### config.mk
export PLATFORM = sky130hd
export DESIGN_NAME = pidfd_ctrl
export DESIGN_NICKNAME = d
export VERILOG_FILES = /design/src/design/pidfd_pkg.sv /design/src/design/pidfd_ctrl.sv
export SDC_FILE = /design/constraint.sdc
export NUM_CORES = 1
export LEC_CHECK = 0
export ABC_AREA = 1
export BUFFER_PORTS_ARGS = -buffer_cell sky130_fd_sc_hd__buf_4
export CAP_MARGIN = 25
export CORE_MARGIN = 3
export CORE_UTILIZATION = 58
export CTS_BUF_LIST = sky130_fd_sc_hd__clkbuf_8
export CTS_CLUSTER_SIZE = 8
export DETAILED_ROUTE_END_ITERATION = 6
export PLACE_DENSITY = 0.89
export REMOVE_ABC_BUFFERS = 1
export SETUP_SLACK_MARGIN = 0.4
export SLEW_MARGIN = 10
export SYNTH_ARGS = -nofsm -noshare
export SYNTH_HDL_FRONTEND = slang
export SYNTH_SLANG_ARGS = --single-unit
### constraint.sdc
create_clock -name clk -period 1.9 [get_ports clk]
set_input_delay 0.19 -clock clk [delete_from_list [all_inputs] [get_ports clk]]
set_output_delay 0.19 -clock clk [all_outputs]
set_load 0.01 [all_outputs]
### src/design/pidfd_pkg.sv
// Package for the filtered-derivative PID controller: widths, constants and control types.
`default_nettype none

package pidfd_pkg;

	// Data path widths.
	localparam int DW = 32;
	localparam int SPW = 20;
	localparam int IDXW = 3;
	localparam int FRAC = 16;

	// Multiplier operands are magnitudes of values up to 33 bits signed.
	localparam int MW = DW + 1;
	localparam int PW = 2 * MW;

	// Derivative filter time constant tau, Q16.16 seconds.
	localparam int TAU_Q16 = 1311;
	localparam int TAU2 = 2 * TAU_Q16;

	// Filter denominator 2*tau + T stays below 2^26 for tau up to 2^24.
	localparam int DENW = 26;
	localparam int DIV_STEPS = DW;
	localparam int CNTW = $clog2(DIV_STEPS);

	// Milliseconds per second, used by the update gate.
	localparam int MS_PER_S = 1000;

	// Register reset values.
	localparam int KP_RESET = 65536;
	localparam int SP_RESET = 655;

	// Configuration register indexes.
	typedef enum logic [IDXW-1:0] {
		REG_KP   = 3'd0,
		REG_KI   = 3'd1,
		REG_KD   = 3'd2,
		REG_SP   = 3'd3,
		REG_OMIN = 3'd4,
		REG_OMAX = 3'd5,
		REG_IMIN = 3'd6,
		REG_IMAX = 3'd7
	} cfg_idx_e;

	// Product issued to the shared multiplier; also tags the result register.
	typedef enum logic [2:0] {
		MUL_NONE,
		MUL_KTH,
		MUL_FILT,
		MUL_PROP,
		MUL_INT,
		MUL_DER
	} mul_sel_e;

	// Commands from the sequencer to the datapath.
	typedef struct packed {
		logic     ld_in;
		logic     ld_gate;
		logic     ld_esum;
		mul_sel_e mul;
		logic     ld_isum;
		logic     ld_num;
		logic     clamp_i;
		logic     ld_div;
		logic     ld_ovf;
		logic     div_step;
		logic     ld_d;
		logic     ld_ysum;
		logic     clamp_y;
		logic     ld_out;
	} cmd_t;

	// Status from the datapath to the sequencer.
	typedef struct packed {
		logic held;
		logic out_free;
	} sts_t;

endpackage

`default_nettype wire

### src/design/pidfd_ctrl.sv
// Sequencer of the PID controller: steps one item through gate, products, divide and clamps.
`default_nettype none

module pidfd_ctrl import pidfd_pkg::*; (
	input  logic clk,
	input  logic arst_n,
	input  logic in_valid,
	output logic in_ready,
	input  sts_t sts,
	output cmd_t cmd
);

	typedef enum logic [16:0] {
		S_IDLE   = 17'h00001,
		S_GATE   = 17'h00002,
		S_KTH    = 17'h00004,
		S_FILT   = 17'h00008,
		S_PROP   = 17'h00010,
		S_INT    = 17'h00020,
		S_DER    = 17'h00040,
		S_WAIT   = 17'h00080,
		S_ISUM   = 17'h00100,
		S_NUM    = 17'h00200,
		S_DLOAD  = 17'h00400,
		S_DCHK   = 17'h00800,
		S_DRUN   = 17'h01000,
		S_DEND   = 17'h02000,
		S_YSUM   = 17'h04000,
		S_YCLP   = 17'h08000,
		S_OUT    = 17'h10000
	} state_t;

	localparam logic [CNTW-1:0] DIV_LAST = CNTW'(DIV_STEPS - 1);

	state_t          state_q, state_d;
	logic [CNTW-1:0] cnt_q, cnt_d;

	assign in_ready = (state_q == S_IDLE);

	// Next state and datapath commands.
	always_comb begin
		cmd = '0;
		state_d = state_q;
		cnt_d = cnt_q;
		unique case (state_q)
			S_IDLE: begin
				if (in_valid) begin
					cmd.ld_in = 1'b1;
					state_d = S_GATE;
				end
			end
			S_GATE: begin
				cmd.ld_gate = 1'b1;
				state_d = sts.held ? S_OUT : S_KTH;
			end
			S_KTH: begin
				cmd.mul = MUL_KTH;
				cmd.ld_esum = 1'b1;
				state_d = S_FILT;
			end
			S_FILT: begin
				cmd.mul = MUL_FILT;
				state_d = S_PROP;
			end
			S_PROP: begin
				cmd.mul = MUL_PROP;
				state_d = S_INT;
			end
			S_INT: begin
				cmd.mul = MUL_INT;
				state_d = S_DER;
			end
			S_DER: begin
				cmd.mul = MUL_DER;
				state_d = S_WAIT;
			end
			S_WAIT: begin
				state_d = S_ISUM;
			end
			S_ISUM: begin
				cmd.ld_isum = 1'b1;
				state_d = S_NUM;
			end
			S_NUM: begin
				cmd.ld_num = 1'b1;
				cmd.clamp_i = 1'b1;
				state_d = S_DLOAD;
			end
			S_DLOAD: begin
				cmd.ld_div = 1'b1;
				state_d = S_DCHK;
			end
			S_DCHK: begin
				cmd.ld_ovf = 1'b1;
				cnt_d = '0;
				state_d = S_DRUN;
			end
			S_DRUN: begin
				cmd.div_step = 1'b1;
				cnt_d = cnt_q + CNTW'(1);
				if (cnt_q == DIV_LAST) begin
					state_d = S_DEND;
				end
			end
			S_DEND: begin
				cmd.ld_d = 1'b1;
				state_d = S_YSUM;
			end
			S_YSUM: begin
				cmd.ld_ysum = 1'b1;
				state_d = S_YCLP;
			end
			S_YCLP: begin
				cmd.clamp_y = 1'b1;
				state_d = S_OUT;
			end
			S_OUT: begin
				if (sts.out_free) begin
					cmd.ld_out = 1'b1;
					state_d = S_IDLE;
				end
			end
			default: begin
				state_d = S_IDLE;
			end
		endcase
	end

	// State and step counter registers.
	always_ff @(posedge clk or negedge arst_n) begin
		if (!arst_n) begin
			state_q <= S_IDLE;
			cnt_q <= '0;
		end else begin
			state_q <= state_d;
			cnt_q <= cnt_d;
		end
	end

	// An accepted item always goes to the gate check next.
	a_accept_gate: assert property (@(posedge clk) disable iff (!arst_n)
		(in_valid && in_ready) |=> (state_q == S_GATE))
		else $error("accepted item did not enter the gate check");

	// A held sample skips all arithmetic.
	a_held_skip: assert property (@(posedge clk) disable iff (!arst_n)
		(state_q == S_GATE && sts.held) |=> (state_q == S_OUT))
		else $error("held sample did not go straight to the output");

	// The divider runs exactly its number of steps.
	a_div_len: assert property (@(posedge clk) disable iff (!arst_n)
		(state_q == S_DRUN && cnt_q == DIV_LAST) |=> (state_q == S_DEND))
		else $error("divider did not finish after its last step");

endmodule

`default_nettype wire

==> results of run 1 <==
through the flow:
| stage | cells | setup slack [ps] |
|---|---|---|
| after floorplan | 185 | 301.0 |
| after global placement | 234 | 361.7 |
| after detailed placement | 234 | 237.1 |
| after CTS | 257 | 148.5 |
synth_stat cells:
cell	instances	area share (%)
nand3b_1	5	2.7
nand3_4	1	1.3
xor2_1	1	0.63
a22o_1	2	1.3
o22ai_1	1	0.45
nor2_2	7	3.1
nand3_1	19	6.8
nor2_8	2	2.9
nand4_1	2	0.90
nor3_1	5	1.8
nand2_1	19	5.1
inv_2	3	0.81
nand3_2	5	3.6
dfrtp_1	21	38
nand2_2	3	1.3
or2_2	1	0.45
nor2_1	32	8.6
buf_4	2	1.1
inv_1	47	13
a32o_1	1	0.72
ha_1	2	1.8
o21ai_0	3	1.1
nand2_4	2	1.6
dfstp_2	1	1.9
repair_timing:
action	4_1_cts
hold endpoints to repair	21
gates resized for setup	47
endpoints found under the setup margin	23
hold buffers	1
pin swaps	14
setup buffers	18
kinds of logic after synthesis:
kind of cell	synth area share, %
AO/OA/AOI/OAI	3.492
XOR/XNOR	0.6268
adder cells (fa/ha/maj)	1.790
buffers and inverters	14.50
AND/OR/NAND/NOR	40.11
flip-flops	39.48
==> run metrics, run 1 <==
status=aborted with a tool error; stopping stage=global routing (5_1_grt); stop err=[ERROR DPL-0033] detailed placement checks failed during check placement.; Yosys cell types=24; I/O Buffers=21; Site Rows=17; clk root buf=clkbuf_8; post-DP HPWL=2213 um; deepest clock path buffer count=2; CTS buffer count=3; placed cell areas=1575 um2; sequential area share after synthesis=39.48%; Ys Warns=0; CTS H-tree lvls=1; Starting Density=61.99%; height of the die=55.09 um; Sink Count=22; routability cong.=0.8509; initial antenna violation count=0; worst_ep grt=cmd[0]; Die Wd=55.09 um; io pins=22; synthesized flop and latch total=22; synthesized area per cell=7.474 um2; synthesized area=1398 um2; kind of the worst endpoint=top-level output; Syn Inst Count=187; maximum number of pins on one net before global-route repair=23
==> run 2: changes to the inputs <==
Settings changed: CORE_AREA set to 3 3 64 66, CORE_MARGIN 3 to unset, CORE_UTILIZATION 58 to unset, CTS_BUF_LIST sky130_fd_sc_hd__clkbuf_8 to unset, CTS_CLUSTER_SIZE 8 to unset, DIE_AREA set to 0 0 67 69, PLACE_DENSITY 0.89 to unset, PLACE_DENSITY_LB_ADDON set to 0.15, SETUP_SLACK_MARGIN 0.4 to unset.
==> run metrics, run 2 <==
status=finished, final reports clean; RSZ-0062 raised after global routing=no; CP max stage delay=410 ps; Synth Area in Compound Gates=3.491%; vias per cell=4.622; I/O Buffers=21; pre-CTS WS=284.5 ps; Leakage=1.090 nW; deepest clock path buffer count=2; Die Wd=67 um; DRC errors left=0; Largest Register=state_q; commonest non-fill, non-tap cell in the layout=inv_1; core area=3633 um2; synthesized area=1398 um2; CP arrival=1570 ps; Synth top area share=37.60%; hold_sp=sts[1]; CTS buffer count=3; Crit Path Max Fanout=8; origin of the critical flop-to-flop path=state_q[2]; CTS H-tree lvls=1; maximum number of pins on one net before global-route repair=23; Final Hold Viols=0; crit path cell chain=nor2_2, nand2_4, nor2_8, nand3_4, inv_1, buf_4; post-synthesis mux area share=0%; fmax=0.5667 GHz; Setup crit start=state_q[2]; VDD IR max=0.0003416 V; met2 Use GR=23.80%; Primary FF master, synth=dfrtp_1; io pins=22; CP Buf/Inv Count=2; met1 usage=18.05%; synthesized flop and latch total=22; sequential area share after synthesis=39.48%; MaxCap Viol Count=0; grt ovf=0; drt initial violations=35; FFs w/ async S/R, synth=100.0%; Synth Area in Simple Gates=40.11%; Post-synth EDFFs=0; ant diodes=0; Synth Area in XOR/XNOR=0.6267%; max FFs per register=17; Final min period=1765 ps; Area growth, synth to finish=21.84%; Die ar.=4623 um2; area leader, netlist=dfrtp_1; CP endpoint kind=primary output; WL/cell=11.41 um; Sink Count=22; ANT nets after route=0; Area contributors post-synth=dfrtp_1 38%, inv_1 13%, nor2_1 8.6%; CTS tree=built; layout cells sized above 1=25.59%; Syn Inst Count=187; Final #Nets=219; biggest regs=state_q: 17 flops, cnt_q: 5 flops; Ys Warns=0; height of the die=69 um; Top Family by Delay on Critical Path=simple AND/OR/NAND/NOR gates; first-pass GRT wire length=5126 um; routability cong.=0.8000; adder-cell share of the synthesized area=1.791%; post-DP HPWL=2323 um; GRT Util Overall=14.00%; DRT Wirelength=2955 um; Setup CP Type=reg2out; Hold Crit Class=in2reg; met3 Use GR=1.954%; vias=1197; busiest grt layer=met2; Period Utilization, post-route=92.87%; sum of negative setup slack=0 ps; Worst Slack Setup Final=135.4 ps; Slew headroom=80.21%; commonest cells in the netlist=47 x inv_1, 32 x nor2_1, 21 x dfrtp_1; Yosys cell types=24; initial antenna violation count=0; synthesized area per cell=7.474 um2; startpoint types=register; Post CTS Setup Buffer Count=0; largest family of logic cells by synthesized area=simple AND/OR/NAND/NOR gates; PwrDens=813.6 nW/um2; worst-margin pin slew=296.8 ps; DR pass1 iterations=4; CP max-delay cell=dfrtp_1; number of global-route vias before repair=1180; Clock Pin Slew Worst Setup and Hold Paths=80 ps; most frequent cell after synthesis=inv_1; Site Rows=22; commonest cells after routing, fill and taps aside=47 x inv_1, 32 x nor2_1, 21 x dfrtp_1, 21 x buf_4, 19 x nand2_1; clk root buf=clkbuf_8; Clock Skews=3.242 ps; Worst EP required=1710 ps; Starting Density=38.46%; worst-skew pair later-pin latency=260 ps; # setup viols final=0; Slew Limit Fails=0
[run 2: through the flow]
| stage | hold WS (ps) | power [mW] | util [%] | std cells | instance area [um2] |
|---|---|---|---|---|---|
| 2_1_floorplan | -105.6 | 0.8949 | - | 185 | 1383 |
| 3_3_place_gp | 99.52 | 1.030 | 44.04 | 254 | 1600 |
| 3_5_place_dp | 101.6 | 1.039 | 44.04 | 254 | 1600 |
| 4_1_cts | 75.43 | 1.383 | 46.11 | 259 | 1675 |
| 5_1_grt | 87.33 | 1.511 | 46.87 | 259 | 1703 |
| 6_report | 85.51 | 1.385 | 46.87 | 259 | 1703 |
[run 2: final timing paths]
check                              to  slack, ps  cells after the start
max                            cmd[4]        140                      6
min reg2reg                  cnt_q[4]        520                      1
max in group asynchronous  state_q[0]       1260                      2
max reg2reg                  cnt_q[2]        360                      7
min                        state_q[2]         90                      2
min in group asynchronous  state_q[8]        360                      2
[run 2: layout make-up]
cell class	instances	area (um2)
Clock buffer	4	55.05
Fill cell	383	1931
Inverter	50	188.9
Multi-Input combinational cell	113	679.4
Sequential cell	22	551.8
Tap cell	48	60.06
Timing Repair Buffer	22	167.7
[run 2: report_power, final]
group	total, mW	switching, mW	internal, mW
registers	0.535	0.0259	0.509
logic	0.519	0.331	0.188
clock network	0.332	0.147	0.184
[run 2: kinds of logic after synthesis]
logic type,count (synthesis)
AND/OR/NAND/NOR,103
adder cells (fa/ha/maj),2
XOR/XNOR,1
AO/OA/AOI/OAI,7
flip-flops,22
buffers and inverters,52
[run 2: what timing repair did]
item | CTS | global route
hold buffers | 1 | 0
resized for setup | 2 | 6
endpoints found under the setup margin | 2 | 6
hold endpoints to repair | 21 | 0
[run 2: per-layer routing]
metal  vias up  share of wire, %
li1        617                 -
met1       567                45
met2        11                52
met3         2               2.6
met4         0              0.64
met5         -                 0
No activity file was read; power rests on OpenSTA's default activity.
